File: src/hw/rtl/hpe_pkg.sv
// Shared types and constants for the histogram percentile estimator.
// Used by every module of the block; depends on nothing.
package hpe_pkg;

  localparam int NUM_BINS  = 128;
  localparam int BIN_AW    = $clog2(NUM_BINS);
  localparam int MIN_BINS  = 11;
  localparam int NB_W      = 8;
  localparam int CNT_W     = 32;
  localparam int PCT_W     = 14;
  localparam int PCT_FULL  = 10000;
  localparam int CS_W      = 46;   // count * 10000
  localparam int RUN_W     = 54;   // running scaled count
  localparam int NUM_W     = 54;   // interpolation numerator
  localparam int NUM_HALF  = 27;
  localparam int PP_W      = 59;   // 32 x 27 partial product
  localparam int DVD_W     = 86;
  localparam int DVS_W     = 54;
  localparam int Q_W       = 33;
  localparam int DCNT_W    = $clog2(Q_W + 1);

  localparam logic [1:0] CFG_LOWER  = 2'd0;
  localparam logic [1:0] CFG_UPPER  = 2'd1;
  localparam logic [1:0] CFG_MARGIN = 2'd2;
  localparam logic [1:0] CFG_BINS   = 2'd3;

  typedef enum logic [1:0] {
    CMD_ADD   = 2'd0,
    CMD_QUERY = 2'd1,
    CMD_CLEAR = 2'd2,
    CMD_NOP   = 2'd3
  } cmd_t;

  typedef enum logic [1:0] {
    STS_OK      = 2'd0,
    STS_IGNORED = 2'd1,
    STS_EMPTY   = 2'd2,
    STS_EQUAL   = 2'd3
  } sts_t;

  typedef enum logic [3:0] {
    ST_IDLE,
    ST_ADD_CHK,
    ST_ADD_MUL,
    ST_DIV_GO,
    ST_DIV_WAIT,
    ST_ADD_RD,
    ST_ADD_WR,
    ST_Q_SET,
    ST_Q_RD,
    ST_Q_MUL,
    ST_Q_ACC,
    ST_Q_NUM,
    ST_Q_SUB,
    ST_Q_M0,
    ST_Q_M1,
    ST_Q_M2
  } state_t;

  typedef struct packed {
    logic             start;
    logic [DVD_W-1:0] dividend;
    logic [DVS_W-1:0] divisor;
  } div_req_t;

endpackage

File: src/hw/rtl/hpe_bin_mem.sv
// Bin count store: one-port-write, one-port-read memory with registered read.
// Depends on hpe_pkg. Per-entry valid bits make cleared entries read as zero.
module hpe_bin_mem (
  input  logic                       clk,
  input  logic                       rst_n,
  input  logic                       clr,
  input  logic [hpe_pkg::BIN_AW-1:0] rd_addr,
  input  logic                       wr_en,
  input  logic [hpe_pkg::BIN_AW-1:0] wr_addr,
  input  logic [hpe_pkg::CNT_W-1:0]  wr_data,
  output logic [hpe_pkg::CNT_W-1:0]  rd_data
);

  logic [hpe_pkg::CNT_W-1:0]  mem [hpe_pkg::NUM_BINS];
  logic [hpe_pkg::NUM_BINS-1:0] vld_r;
  logic [hpe_pkg::CNT_W-1:0]  q_r;
  logic                       qv_r;

  always_ff @(posedge clk) begin
    if (wr_en) begin
      mem[wr_addr] <= wr_data;
    end
    q_r  <= mem[rd_addr];
    qv_r <= vld_r[rd_addr];
  end

  always_ff @(posedge clk) begin
    if (!rst_n || clr) begin
      vld_r <= '0;
    end else if (wr_en) begin
      vld_r[wr_addr] <= 1'b1;
    end
  end

  assign rd_data = qv_r ? q_r : '0;

endmodule

File: config.mk
export PLATFORM = sky130hd
export DESIGN_NAME = hpe_bin_mem
export DESIGN_NICKNAME = d
export VERILOG_FILES = /design/src/hw/rtl/hpe_pkg.sv /design/src/hw/rtl/hpe_bin_mem.sv
export SDC_FILE = /design/constraint.sdc
export NUM_CORES = 2
export LEC_CHECK = 0
export ABC_AREA = 0
export BUFFER_PORTS_ARGS = -buffer_cell sky130_fd_sc_hd__buf_2
export CAP_MARGIN = 25
export CORE_MARGIN = 1.5
export CORE_UTILIZATION = 45
export DETAILED_ROUTE_END_ITERATION = 7
export PLACE_DENSITY = 0.69
export SYNTH_ARGS = -nofsm -noshare
export SYNTH_HDL_FRONTEND = slang
export SYNTH_SLANG_ARGS = --single-unit
File: constraint.sdc
create_clock -name clk -period 9.65 [get_ports clk]
set_input_delay 0.965 -clock clk [delete_from_list [all_inputs] [get_ports clk]]
set_output_delay 0.965 -clock clk [all_outputs]
set_load 0.02 [all_outputs]
# After elaboration in Yosys (flattened, before gate mapping)
# Memory sizes are Yosys's and may differ from the RTL's. A register that Yosys moved wholly into a read port is not among the register bits.
# Cells that the tools add are included.
dict set report word_totals {
  elab_cells 17
  reg_bits 129
  ramBits 4096
  out_inout_bits 32
  mem_count 1
  inputBits 50
}
# name depth word_bits read_ports rd_ports_with_merged_regs wr line
set mem_list {}
lappend mem_list {mem 128 32 1 1 1 hpe_bin_mem.sv:14} ;# logic [hpe_pkg::CNT_W-1:0] mem [hpe_pkg::NUM_BINS];
dict set report classes {
  n_lt_le_gt_ge 3
  n_mux 7
  n_bitwise 1
  reduce_logical 3
}
# op n
set op_table {}
lappend op_table {{bitwise OR 128 bit} 1}
lappend op_table {{2-to-1 mux 32 bit} 1}
lappend op_table {{less-than comparator 7 x 8 -> 1 bit, second input constant} 2}
lappend op_table {{binary-select mux 1 bit (select 7 bit)} 1}
lappend op_table {{demux 1 bit (select 7 bit)} 1}
lappend op_table {{>= comparator 7 x 1 -> 1 bit, second input constant} 1}
lappend op_table {{2-to-1 mux 1 bit} 4}
lappend op_table {{logical AND 1 bit} 1}
lappend op_table {{zero test 1 bit} 1}
lappend op_table {{logical OR 1 bit} 1}

# Longest topological paths before layout
dict set report depth {
  ltp_word 5
  mapped_depth 8
  ltp_nobuf 4
}

# Worst setup path after synthesis
# No wires, ideal clock.
dict set report synth_path {
  path_kind {input -> register}
  start {input port wr_addr[1] in the netlist's numbering}
  end {memory mem[106][0] in the netlist's numbering (enable)}
  cell_stages 5
  arrival_ps 3601
  t_required_ps 9227
  slack_ps 5626
  setup_time_ps 423
  n_path_buf 2
  cell_sequence {clkbuf_1 > or3b_2 > or2_2 > clkbuf_1 > nor2_1}
}
# element line
set synth_rtl {}
lappend synth_rtl {{from (decl)} hpe_bin_mem.sv:9} ;# input logic [hpe_pkg::BIN_AW-1:0] wr_addr,
lappend synth_rtl {{to (decl)} hpe_bin_mem.sv:14}
# Straight into the memory's write port.

==> results.py <==
metrics = {
    "run_status": {
        "status": "finished clean",
    },
    "floorplanning": {
        "rows": 219,
        "die_w_um": 601,
        "coreArea_um2": 356000,
        "die_y_um": 601,
        "die_area_um2": 362000,
        "num_io_pins": 82,
        "start_util_pct": 45.3,
    },
    "power": {
        "leakage_nw": 55.6,
        "pwr_density_cell_nw_per_um2": 207,
        "peakVddDrop_mv": 0.151,
    },
    "route": {
        "via_per_inst": 6.22,
        "first_iter_violations": 11500,
        "via_count": 73600,
        "drc": 0,
        "dr.pass1.iters": 5,
        "ant_nets": 0,
        "wirelength_mm": 410,
        "wire_per_inst_um": 34.6,
    },
    "setup_path": {
        "critical_path_peak_fanout": 97,
        "start_kind": "input port",
        "cp_top_family": "multiplexers",
        "crit_chain": "buf_12 > buf_12 > buf_4 > mux4_2 > mux4_2 > mux4_2 > mux2_2",
        "crit_slowest_cell": "buf_12",
        "cp.required_ns": 10.43,
        "cp.buffers_inverters": 3,
        "crit_start": "rd_addr[0]",
        "cp.arrival_ns": 4.98,
        "endpoint_kind": "flip-flop",
        "cp_common_cell": "mux4_2",
        "max_stage_delay_ns": 0.60,
        "path_class": "input port to flip-flop",
        "r2r-start": "mem[23][3]",
    },
    "global_routing": {
        "grt-ovfl-total": 0,
        "grt_max_degree": 135,
        "grt_pass1_vias": 74200,
        "grt.total_usage_pct": 22.5,
        "antenna_found_initial": 64,
        "grt_pass1_wl_mm": 571,
    },
    "synthesis": {
        "synth_cells": 6349,
        "synth_cell_type_count": 22,
        "synth.cell_area_um2": 161000,
        "ys_warn_count": 0,
        "avgSynthCellArea_um2": 25.4,
        "ys_ff_latch": 4257,
        "synthFlopType": "edfxtp_1",
        "ys_seq_area_share_pct": 78.3,
        "synth-edff-count": 4096,
        "syn_nets": 6399,
        "synthArstFlopShare_pct": 0,
    },
    "sta": {
        "rsz0062_at_grt": "false",
        "fin_tns_setup_ns": 0,
        "maxSlewHeadroom_pct": 23.6,
        "timing.final.crit_share_pct": 43.5,
        "final-setup-viol-count": 0,
        "worstMarginPinSlew_ns": 1.15,
        "skew_ns": 0.0400,
        "fmax_mhz": 238,
        "hold_viol_final": 0,
        "slew_violations": 0,
        "fin_crit_ns": 4.19,
    },
    "cts": {
        "cts-resized-gates": 0,
        "cts.clk_slew.worst_paths_ns": 0.06,
        "clock_latency_ns": 0.92,
        "cts.sinks": 4257,
        "cts_buffers": 403,
        "cts_buffer_depth": 4,
        "cts_root_buf": "clkbuf_16",
        "ctsHoldBuffers": 0,
        "cts_tree": "done",
        "cts_htree_levels": 5,
        "post-cts-setup-buffers": 0,
    },
    "worst_hold_path": {
        "hold_start": "vld_r[100]",
        "hp-class": "flip-flop to flip-flop",
    },
    "cells_and_area": {
        "area_delta_synth_final_pct": 12.9,
        "fin_cells": 11800,
        "drive_above_1_share_pct": 34.4,
        "num-nets-final": 6756,
    },
    "placement": {
        "dpl.cell_count": 11100,
        "globalplace.congestion": 0.802,
        "hpwlAfterDp_mm": 215,
        "port-buffer-count": 81,
    },
    "run": {
        "drv_cap": 0,
    },
}
cell families (layout without fill, tap and decap cells):
group                  count (synthesis)  count (layout)  synth area share, %
AO/OA/AOI/OAI                        128             128                0.596
buffers and inverters                344            1027                0.883
flip-flops                          4257            4257                 78.3
multiplexers                        1419            1419                 19.6
other                                  0              41                    0
AND/OR/NAND/NOR                      201             201                0.565
final cells by class:
class                           instances  area, µm²
Antenna cell                           41        103
Clock buffer                          522      10900
Clock inverter                        209       1810
Fill cell                           26600     174000
Inverter                                1       3.75
Multi-Input combinational cell       1748      34400
Sequential cell                      4257     126000
Tap cell                             4751       5940
Timing Repair Buffer                  295       2450
Yosys cell counts (all sizes together), types with 2 or more instances:
cell type | number | area share [%]
buf | 142 | 0.41
or3b | 2 | 0.011
nor2 | 131 | 0.31
nand2 | 9 | 0.021
mux2 | 33 | 0.23
and2 | 32 | 0.12
clkbuf | 201 | 0.47
nand3 | 8 | 0.025
edfxtp | 4096 | 76
nor2b | 5 | 0.019
or2 | 6 | 0.023
nand3b | 3 | 0.014
mux4 | 1386 | 19
o21a | 128 | 0.60
dfxtp | 161 | 2.0
nand4 | 2 | 0.0078
final timing paths:
| check | to | slack, ns | cells past startpoint |
|---|---|---|---|
| max | q_r[20] | 5.46 | 7 |
| min | vld_r[100] | 0.46 | 1 |
| max reg2reg | q_r[3] | 6.97 | 4 |
| min reg2reg | vld_r[100] | 0.46 | 1 |
cells in the final DEF, fill, tap and decap left out, types with 2 or more instances in the layout:
cell and instances:
buf_16 3, clkinv_1 74, clkbuf_1 92, dfxtp_1 161, buf_4 226, mux2_2 33
and2_1 32, diode_2 41, clkinv_4 6, edfxtp_1 4096, nor2_4 128, or3b_2 2
buf_12 20, mux4_2 1386, nor2_1 3, or2_2 6, nand3b_1 3, nand3_1 7
buf_8 3, nor2b_1 4, nand2_1 9, clkbuf_16 416, nand4_1 2, o21a_1 128
inv_6 8, buf_2 42, clkbuf_8 13, bufinv_16 30, clkinv_2 80, clkinvlp_4 9
worst register-to-register path, stage by stage, from the launching register on:
cell,delay (ns)
edfxtp_1,0.37
mux4_2,0.47
mux4_2,0.67
mux4_2,0.71
mux2_2,0.36
state kept, by name, summed over array words and instances, names as in the netlist:
register,cells
mem,4096
vld_r,128
qv_r,1
q_r,32
layer usage:
metal	track usage [%]	share of wire (%)	up-vias
met5	0	0.034	-
met1	31.1	38	40400
li1	-	-	28500
met2	36.2	49	4208
met4	6.40	2.6	22
met3	5.13	11	532
stage by stage:
step	area, µm²	utilization (%)	power [mW]	hold slack (ns)	setup slack, ns
CTS	182000	51.1	37.9	0.441	5.44
global placement	169000	47.5	22.6	0.441	4.48
detailed placement	169000	47.5	22.6	0.448	4.47
finish	182000	51.1	37.7	0.460	5.46
floorplan	161000	-	21.7	0.435	5.63
global route	182000	51.1	38.6	0.471	5.22
where the power goes:
part,switching (mW),internal (mW)
Clock,6.66,8.78
Sequential,0.0650,20.3
Combinational,1.14,0.705
Total,7.87,29.8
Note: power is estimated with default switching activity, not from simulation.
