## src/hw/rtl/hpe_pkg.sv

```systemverilog
// Shared types and constants for the histogram percentile estimator.
// Used by every module of the block; depends on nothing.
package hpe_pkg;

  localparam int NUM_BINS  = 128;
  localparam int BIN_AW    = $clog2(NUM_BINS);
  localparam int MIN_BINS  = 11;
  localparam int NB_W      = 8;
  localparam int CNT_W     = 32;
  localparam int PCT_W     = 14;
  localparam int PCT_FULL  = 10000;
  localparam int CS_W      = 46;   // count * 10000
  localparam int RUN_W     = 54;   // running scaled count
  localparam int NUM_W     = 54;   // interpolation numerator
  localparam int NUM_HALF  = 27;
  localparam int PP_W      = 59;   // 32 x 27 partial product
  localparam int DVD_W     = 86;
  localparam int DVS_W     = 54;
  localparam int Q_W       = 33;
  localparam int DCNT_W    = $clog2(Q_W + 1);

  localparam logic [1:0] CFG_LOWER  = 2'd0;
  localparam logic [1:0] CFG_UPPER  = 2'd1;
  localparam logic [1:0] CFG_MARGIN = 2'd2;
  localparam logic [1:0] CFG_BINS   = 2'd3;

  typedef enum logic [1:0] {
    CMD_ADD   = 2'd0,
    CMD_QUERY = 2'd1,
    CMD_CLEAR = 2'd2,
    CMD_NOP   = 2'd3
  } cmd_t;

  typedef enum logic [1:0] {
    STS_OK      = 2'd0,
    STS_IGNORED = 2'd1,
    STS_EMPTY   = 2'd2,
    STS_EQUAL   = 2'd3
  } sts_t;

  typedef enum logic [3:0] {
    ST_IDLE,
    ST_ADD_CHK,
    ST_ADD_MUL,
    ST_DIV_GO,
    ST_DIV_WAIT,
    ST_ADD_RD,
    ST_ADD_WR,
    ST_Q_SET,
    ST_Q_RD,
    ST_Q_MUL,
    ST_Q_ACC,
    ST_Q_NUM,
    ST_Q_SUB,
    ST_Q_M0,
    ST_Q_M1,
    ST_Q_M2
  } state_t;

  typedef struct packed {
    logic             start;
    logic [DVD_W-1:0] dividend;
    logic [DVS_W-1:0] divisor;
  } div_req_t;

endpackage

```

## src/hw/rtl/hpe_div.sv

```systemverilog
// Shared restoring divider, one quotient bit per cycle.
// Depends on hpe_pkg. Caller guarantees the quotient fits Q_W bits.
module hpe_div (
  input  logic                  clk,
  input  logic                  rst_n,
  input  hpe_pkg::div_req_t     req,
  output logic                  done,
  output logic [hpe_pkg::Q_W-1:0] quot
);

  logic [hpe_pkg::DVS_W-1:0]  rem_r, dvs_r;
  logic [hpe_pkg::Q_W-1:0]    qb_r;
  logic [hpe_pkg::DCNT_W-1:0] cnt_r;
  logic                       done_r;
  logic [hpe_pkg::DVS_W:0]    sh;
  logic                       ge;

  assign sh   = {rem_r, qb_r[hpe_pkg::Q_W-1]};
  assign ge   = sh >= {1'b0, dvs_r};
  assign done = done_r;
  assign quot = qb_r;

  always_ff @(posedge clk) begin
    if (!rst_n) begin
      cnt_r  <= '0;
      done_r <= 1'b0;
    end else begin
      done_r <= 1'b0;
      if (req.start) begin
        cnt_r <= hpe_pkg::DCNT_W'(hpe_pkg::Q_W);
      end else if (cnt_r != '0) begin
        cnt_r <= cnt_r - 1'b1;
        if (cnt_r == hpe_pkg::DCNT_W'(1)) begin
          done_r <= 1'b1;
        end
      end
    end
  end

  always_ff @(posedge clk) begin
    if (req.start) begin
      rem_r <= hpe_pkg::DVS_W'(req.dividend[hpe_pkg::DVD_W-1:hpe_pkg::Q_W]);
      qb_r  <= req.dividend[hpe_pkg::Q_W-1:0];
      dvs_r <= req.divisor;
    end else if (cnt_r != '0) begin
      rem_r <= ge ? hpe_pkg::DVS_W'(sh - {1'b0, dvs_r}) : hpe_pkg::DVS_W'(sh);
      qb_r  <= {qb_r[hpe_pkg::Q_W-2:0], ge};
    end
  end

endmodule

```

## config.mk

```make
export PLATFORM = sky130hd
export DESIGN_NAME = hpe_div
export DESIGN_NICKNAME = d
export VERILOG_FILES = /design/src/hw/rtl/hpe_pkg.sv /design/src/hw/rtl/hpe_div.sv
export SDC_FILE = /design/constraint.sdc
export NUM_CORES = 1
export LEC_CHECK = 0
export BUFFER_PORTS_ARGS = -buffer_cell sky130_fd_sc_hd__buf_2
export CORE_UTILIZATION = 32
export DETAILED_ROUTE_END_ITERATION = 7
export GPL_TIMING_DRIVEN = 0
export PLACE_DENSITY = 0.57
export SLEW_MARGIN = 0
export SYNTH_ARGS = -nofsm -noshare
export SYNTH_HDL_FRONTEND = slang
export SYNTH_SLANG_ARGS = --single-unit
```

## constraint.sdc

```tcl
create_clock -name clk -period 4.5 [get_ports clk]
set_input_delay 0.45 -clock clk [delete_from_list [all_inputs] [get_ports clk]]
set_output_delay 0.45 -clock clk [all_outputs]
set_load 0.02 [all_outputs]
```

# ---- Word level (Yosys, flattened, before mapping)
# Cells that the tools add are included.
# Widths: inputs -> output; s select.
dict set report op_classes {
  n_reduce_logical 4
  addsub 2
  order_cmp 1
  n_mux 8
  eq_ne 1
  bitwise 2
}
# operator n
set ops {}
lappend ops {{$mux 53} 2}
lappend ops {{$mux 33} 2}
lappend ops {{$ge 55x54->1} 1}
lappend ops {{$mux 54} 1}
lappend ops {{$sub 54x54->54} 1}
lappend ops {{$mux 6} 2}
lappend ops {{$eq 6x1->1 const B} 1}
lappend ops {{$reduce_bool 6->1} 1}
lappend ops {{$sub 6x1->6 const B} 1}
lappend ops {{$reduce_or 3->1} 1}
lappend ops {{$not 1->1} 2}
lappend ops {{$reduce_bool 2->1} 1}
lappend ops {{$reduce_or 2->1} 1}
lappend ops {{$mux 1} 1}
dict set report word_totals {
  word_cells 25
  output_inout_bits 34
  in_bits 143
  ff_bits 148
}

# ---- Logic depth before layout (Yosys ltp)
dict set report logic_depth {
  depth_word 4
  ltp_mapped 16
  mapped_depth_nobuf 14
}

# ---- Worst setup path before layout
# OpenSTA, ideal clock, no wires.
dict set report synth_path {
  path_kind {input to register}
  start {in req[140] in the netlist's numbering}
  end {reg qb_r, in the netlist quot[0], enable pin}
  required_time_ps 4041
  path_buffers 2
  arrival_time_ps 3023
  path_slack_ps 1018
  cell_stages 4
  setup_ps 459
  path_cell_list {clkbuf_1 > inv_1 > clkbuf_1 > nand2b_1}
}
dict set report synth_between {
  elab_chain_cells 1
}
# item line_no
set synth_rtl {}
lappend synth_rtl {{start: declaration} hpe_div.sv:6} ;# input hpe_pkg::div_req_t req,
lappend synth_rtl {{$reduce_bool 2->1 (no line)} --}
lappend synth_rtl {{end signal: assignment} hpe_div.sv:43} ;# qb_r <= req.dividend[hpe_pkg::Q_W-1:0];
lappend synth_rtl {{end signal: assignment} hpe_div.sv:47} ;# qb_r <= {qb_r[hpe_pkg::Q_W-2:0], ge};
lappend synth_rtl {{end: declaration} hpe_div.sv:12} ;# logic [hpe_pkg::Q_W-1:0] qb_r;
# Every way passes these cells.
# A chain may end at the register's enable or synchronous reset.

# ---- Final worst setup path
dict set report layout_path {
  start {reg rem_r[5] in the netlist's numbering}
  end {reg rem_r[42] in the netlist's numbering, data pin}
}
dict set report layout_between {
  elab_chain_cells 4
  elab_cells_between_ends 5
  classes_between {add/sub (1); order compare (1); mux (3)}
}
# item line_no
set layout_rtl {}
lappend layout_rtl {{start: declaration} hpe_div.sv:11} ;# logic [hpe_pkg::DVS_W-1:0] rem_r, dvs_r;
lappend layout_rtl {{start signal: assignment} hpe_div.sv:42} ;# rem_r <= hpe_pkg::DVS_W'(req.dividend[hpe_pkg::DVD_W-1:hpe_pkg::Q_W]);
lappend layout_rtl {{start signal: assignment} hpe_div.sv:46} ;# rem_r <= ge ? hpe_pkg::DVS_W'(sh - {1'b0, dvs_r}) : hpe_pkg::DVS_W'(sh);
lappend layout_rtl {{$sub 54x54->54 or $ge 55x54->1 (tied branches)} {hpe_div.sv:46, hpe_div.sv:19}}
lappend layout_rtl {{$mux 54 *} hpe_div.sv:46}
lappend layout_rtl {{$mux 53 *} hpe_div.sv:45} ;# end else if (cnt_r != '0) begin
lappend layout_rtl {{$mux 53 *} hpe_div.sv:41} ;# if (req.start) begin
# Every way passes the cells marked *; elsewhere a longest branch is shown, timed or not. The select of a mux whose other input is x is not followed.

==> results.json <==
{
  "status": "finished clean",
  "syn_nets": 1131,
  "syn_inst": 930,
  "clock_path_buffers": 2,
  "dr.pass1.iters": 5,
  "drive_above_1_share_pct": 25.55,
  "max_slew.worst_pin.slew_ns": 0.8217,
  "synth-seq-cells": 148,
  "cts_root_buf": "clkbuf_16",
  "worstSetupStartpointType": "register",
  "synth_edf_count": 140,
  "ant_nets": 0,
  "track_usage_pct": 17.80,
  "place_hpwl_mm": 19.79,
  "syn_avg_cell_area_um2": 10.19,
  "die_h_um": 174.1,
  "remaining_drc_errors": 0,
  "ys_warn_count": 0,
  "powerDensity_nw_per_um2": 689.1,
  "layout.nets": 1327,
  "postCtsSetupRepairBufs": 0,
  "start_util_pct": 32.75,
  "dpl_cell_area_um2": 10870,
  "die_area_um2": 30300,
  "crit_path_end_kind": "register",
  "wire_per_inst_um": 17.39,
  "htree_levels": 4,
  "design_area_um2": 11500,
  "period_needed_ns": 4.080,
  "crit_type": "register to register",
  "drtIter0Drc": 526,
  "synthFlopType": "edfxtp_1",
  "period_share_pct": 90.67,
  "worstPathArrival_ns": 4.27,
  "clkLatencyLatePin_ns": 0.44,
  "async_reset_ff_share_pct": 0,
  "post_cts_resized": 0,
  "drv_cap": 0,
  "max_freq_mhz": 245.1,
  "holdCritPathClass": "input port to register",
  "antenna_found_initial": 10,
  "setup_violations": 0,
  "ios": 177,
  "area_delta_synth_final_pct": 21.33,
  "cts_tree": "built",
  "hold_viol_final": 0,
  "numCtsBuffers": 17,
  "ir_drop_v": 0.0003059,
  "fillers": 2889,
  "core_um2": 28940,
  "ys_seq_area_share_pct": 46.06,
  "max_slew_margin_pct": 45.22,
  "grt_pass1_wl_mm": 41.48,
  "rsz0062_at_grt": "false",
  "overflow": 0,
  "portBuffers": 176,
  "grt_max_degree": 57,
  "grt_pass1_vias": 7627,
  "path_max_fanout": 10,
  "vias_per_cell": 5.009,
  "clock-sinks": 148,
  "path_clk_slew_ns": 0.07,
  "drt-total-wl_mm": 26.54,
  "via_count": 7644,
  "synth_cell_types": 65,
  "final.setup_skew_ns": 0.01344,
  "die_x_um": 174.1,
  "gp_congestion": 0.8624,
  "cts_hold_buffers": 0,
  "leakage_nw": 4.892,
  "crit_required_ns": 4.69,
  "netlist_area_um2": 9475,
  "dpl.cell_count": 1491,
  "finalMaxSlewViolations": 0,
  "final_core_util_pct": 39.73,
  "num_rows": 62,
  "final_cells": 1526
}
-- logic make-up (layout without fill, tap and decap cells) --
logic type	Yosys count	in the layout	synth area share, %
AOI/OAI and AO/OA	252	252	16.76
and+or+nand+nor	242	242	12.24
DFF	148	148	46.06
buffers and inverters	117	326	5.097
muxes	64	64	7.580
adders and majority gates	58	58	7.738
xor gates and xnor gates	49	49	4.529
other	0	3	0
-- placed cells by master (no fill, tap or decap), drive strengths merged, types with 9 or more instances in the layout --
| master | netlist | layout |
|---|---|---|
| a211oi | 18 | 18 |
| a21o | 26 | 26 |
| a21oi | 72 | 72 |
| buf | 11 | 188 |
| clkbuf | 30 | 47 |
| edfxtp | 140 | 140 |
| ha | 57 | 57 |
| inv | 76 | 85 |
| mux2 | 62 | 62 |
| nand2 | 86 | 86 |
| nand2b | 11 | 11 |
| nand3 | 20 | 20 |
| nand4 | 11 | 11 |
| nor2 | 51 | 51 |
| nor3 | 21 | 21 |
| o21a | 13 | 13 |
| o21ai | 73 | 73 |
| o21bai | 9 | 9 |
| xnor2 | 29 | 29 |
| xor2 | 20 | 20 |
-- path summary, 6_finish.rpt --
check	from	endpoint	slack, ns	cells after the start
max	rem_r[5]	rem_r[42]	0.42	13
max reg2reg	rem_r[5]	rem_r[42]	0.42	13
min reg2reg	cnt_r[5]	done	0.48	1
min	req[37]	dvs_r[37]	0.19	1
-- registers in the layout, summed over array words and instances, names as in the netlist --
signal  count
done        1
cnt_r       6
dvs_r      54
quot       33
rem_r      54
-- per-stage QoR --
step | setup TNS (ns) | power [W] | hold WS, ns | setup slack (ns)
6_report | 0 | 0.007922 | 0.1863 | 0.4200
5_1_grt | 0 | 0.008527 | 0.1609 | 0.2000
4_1_cts | 0 | 0.007956 | 0.1656 | 0.4168
3_5_place_dp | 0 | 0.006397 | 0.4599 | 0.3409
3_3_place_gp | -168.76 | 0.006362 | 0.4547 | -1.969
2_1_floorplan | 0 | 0.005322 | 0.4297 | 1.018
-- synthesized netlist by cell type, types with 3 or more instances --
cell type	n	share of area (%)
a211oi_1	17	1.3
a21o_1	26	2.1
a21oi_1	72	3.8
a221o_1	6	0.63
a31oi_1	7	0.46
and2_1	5	0.33
and3_1	8	0.53
and3b_1	4	0.37
buf_2	3	0.16
buf_4	4	0.32
buf_6	3	0.36
clkbuf_1	28	1.1
dfxtp_1	8	1.7
edfxtp_1	140	44
ha_1	57	7.5
inv_1	76	3.0
mux2_2	62	7.4
nand2_1	86	3.4
nand2b_1	11	0.73
nand3_1	20	1.1
nand4_1	11	0.73
nor2_1	51	2.0
nor2b_1	5	0.33
nor3_1	21	1.1
nor3b_1	4	0.32
nor4_1	3	0.20
nor4b_1	3	0.28
o21a_1	13	1.0
o21ai_0	71	3.8
o21bai_1	9	0.71
o31ai_1	3	0.24
xnor2_1	29	2.7
xor2_1	20	1.8
-- cell type report --
| type | instances | area, um2 | share of cell area [%] |
|---|---|---|---|
| Multi-Input combinational cell | 665 | 4636 | 40.32 |
| Antenna cell | 3 | 7.507 | 0.06530 |
| Buffer | 41 | 197.7 | 1.720 |
| Clock buffer | 17 | 425.4 | 3.700 |
| Clock inverter | 15 | 188.9 | 1.643 |
| Sequential cell | 148 | 4364 | 37.96 |
| Tap cell | 384 | 480.5 | 4.179 |
| Inverter | 76 | 285.3 | 2.482 |
| Timing Repair Buffer | 177 | 910.9 | 7.923 |
-- routing by layer --
| metal | GRT usage (%) | wire length [um] | vias to the layer above | part of all wire, % |
|---|---|---|---|---|
| met5 | 0 | 62 | - | 0.23 |
| met2 | 27.55 | 11730 | 235 | 44 |
| li1 | - | - | 3806 | - |
| met4 | 5.409 | 542 | 12 | 2.0 |
| met3 | 5.446 | 1788 | 41 | 6.7 |
| met1 | 23.72 | 12410 | 3550 | 47 |
-- worst max-delay path, cell delays in order, from the launching register on --
cell and delay [ns]:
edfxtp_1 0.40, ha_1 0.30, buf_2 0.17, a2111oi_0 0.44
a21oi_1 0.08, o31a_1 0.19, a32oi_1 0.38, and3_1 0.30
o21ai_2 0.13, a31o_2 0.30, a31oi_4 0.34, clkbuf_2 0.35
o21ai_0 0.18, mux2_2 0.28
-- power breakdown --
group | internal (W) | switching, W | leakage [nW]
Combinational | 0.00171 | 0.00246 | 3.10
Sequential | 0.00202 | 0.000216 | 1.49
Clock | 0.000848 | 0.000674 | 0.301
Power figures use the tool's default switching activity.
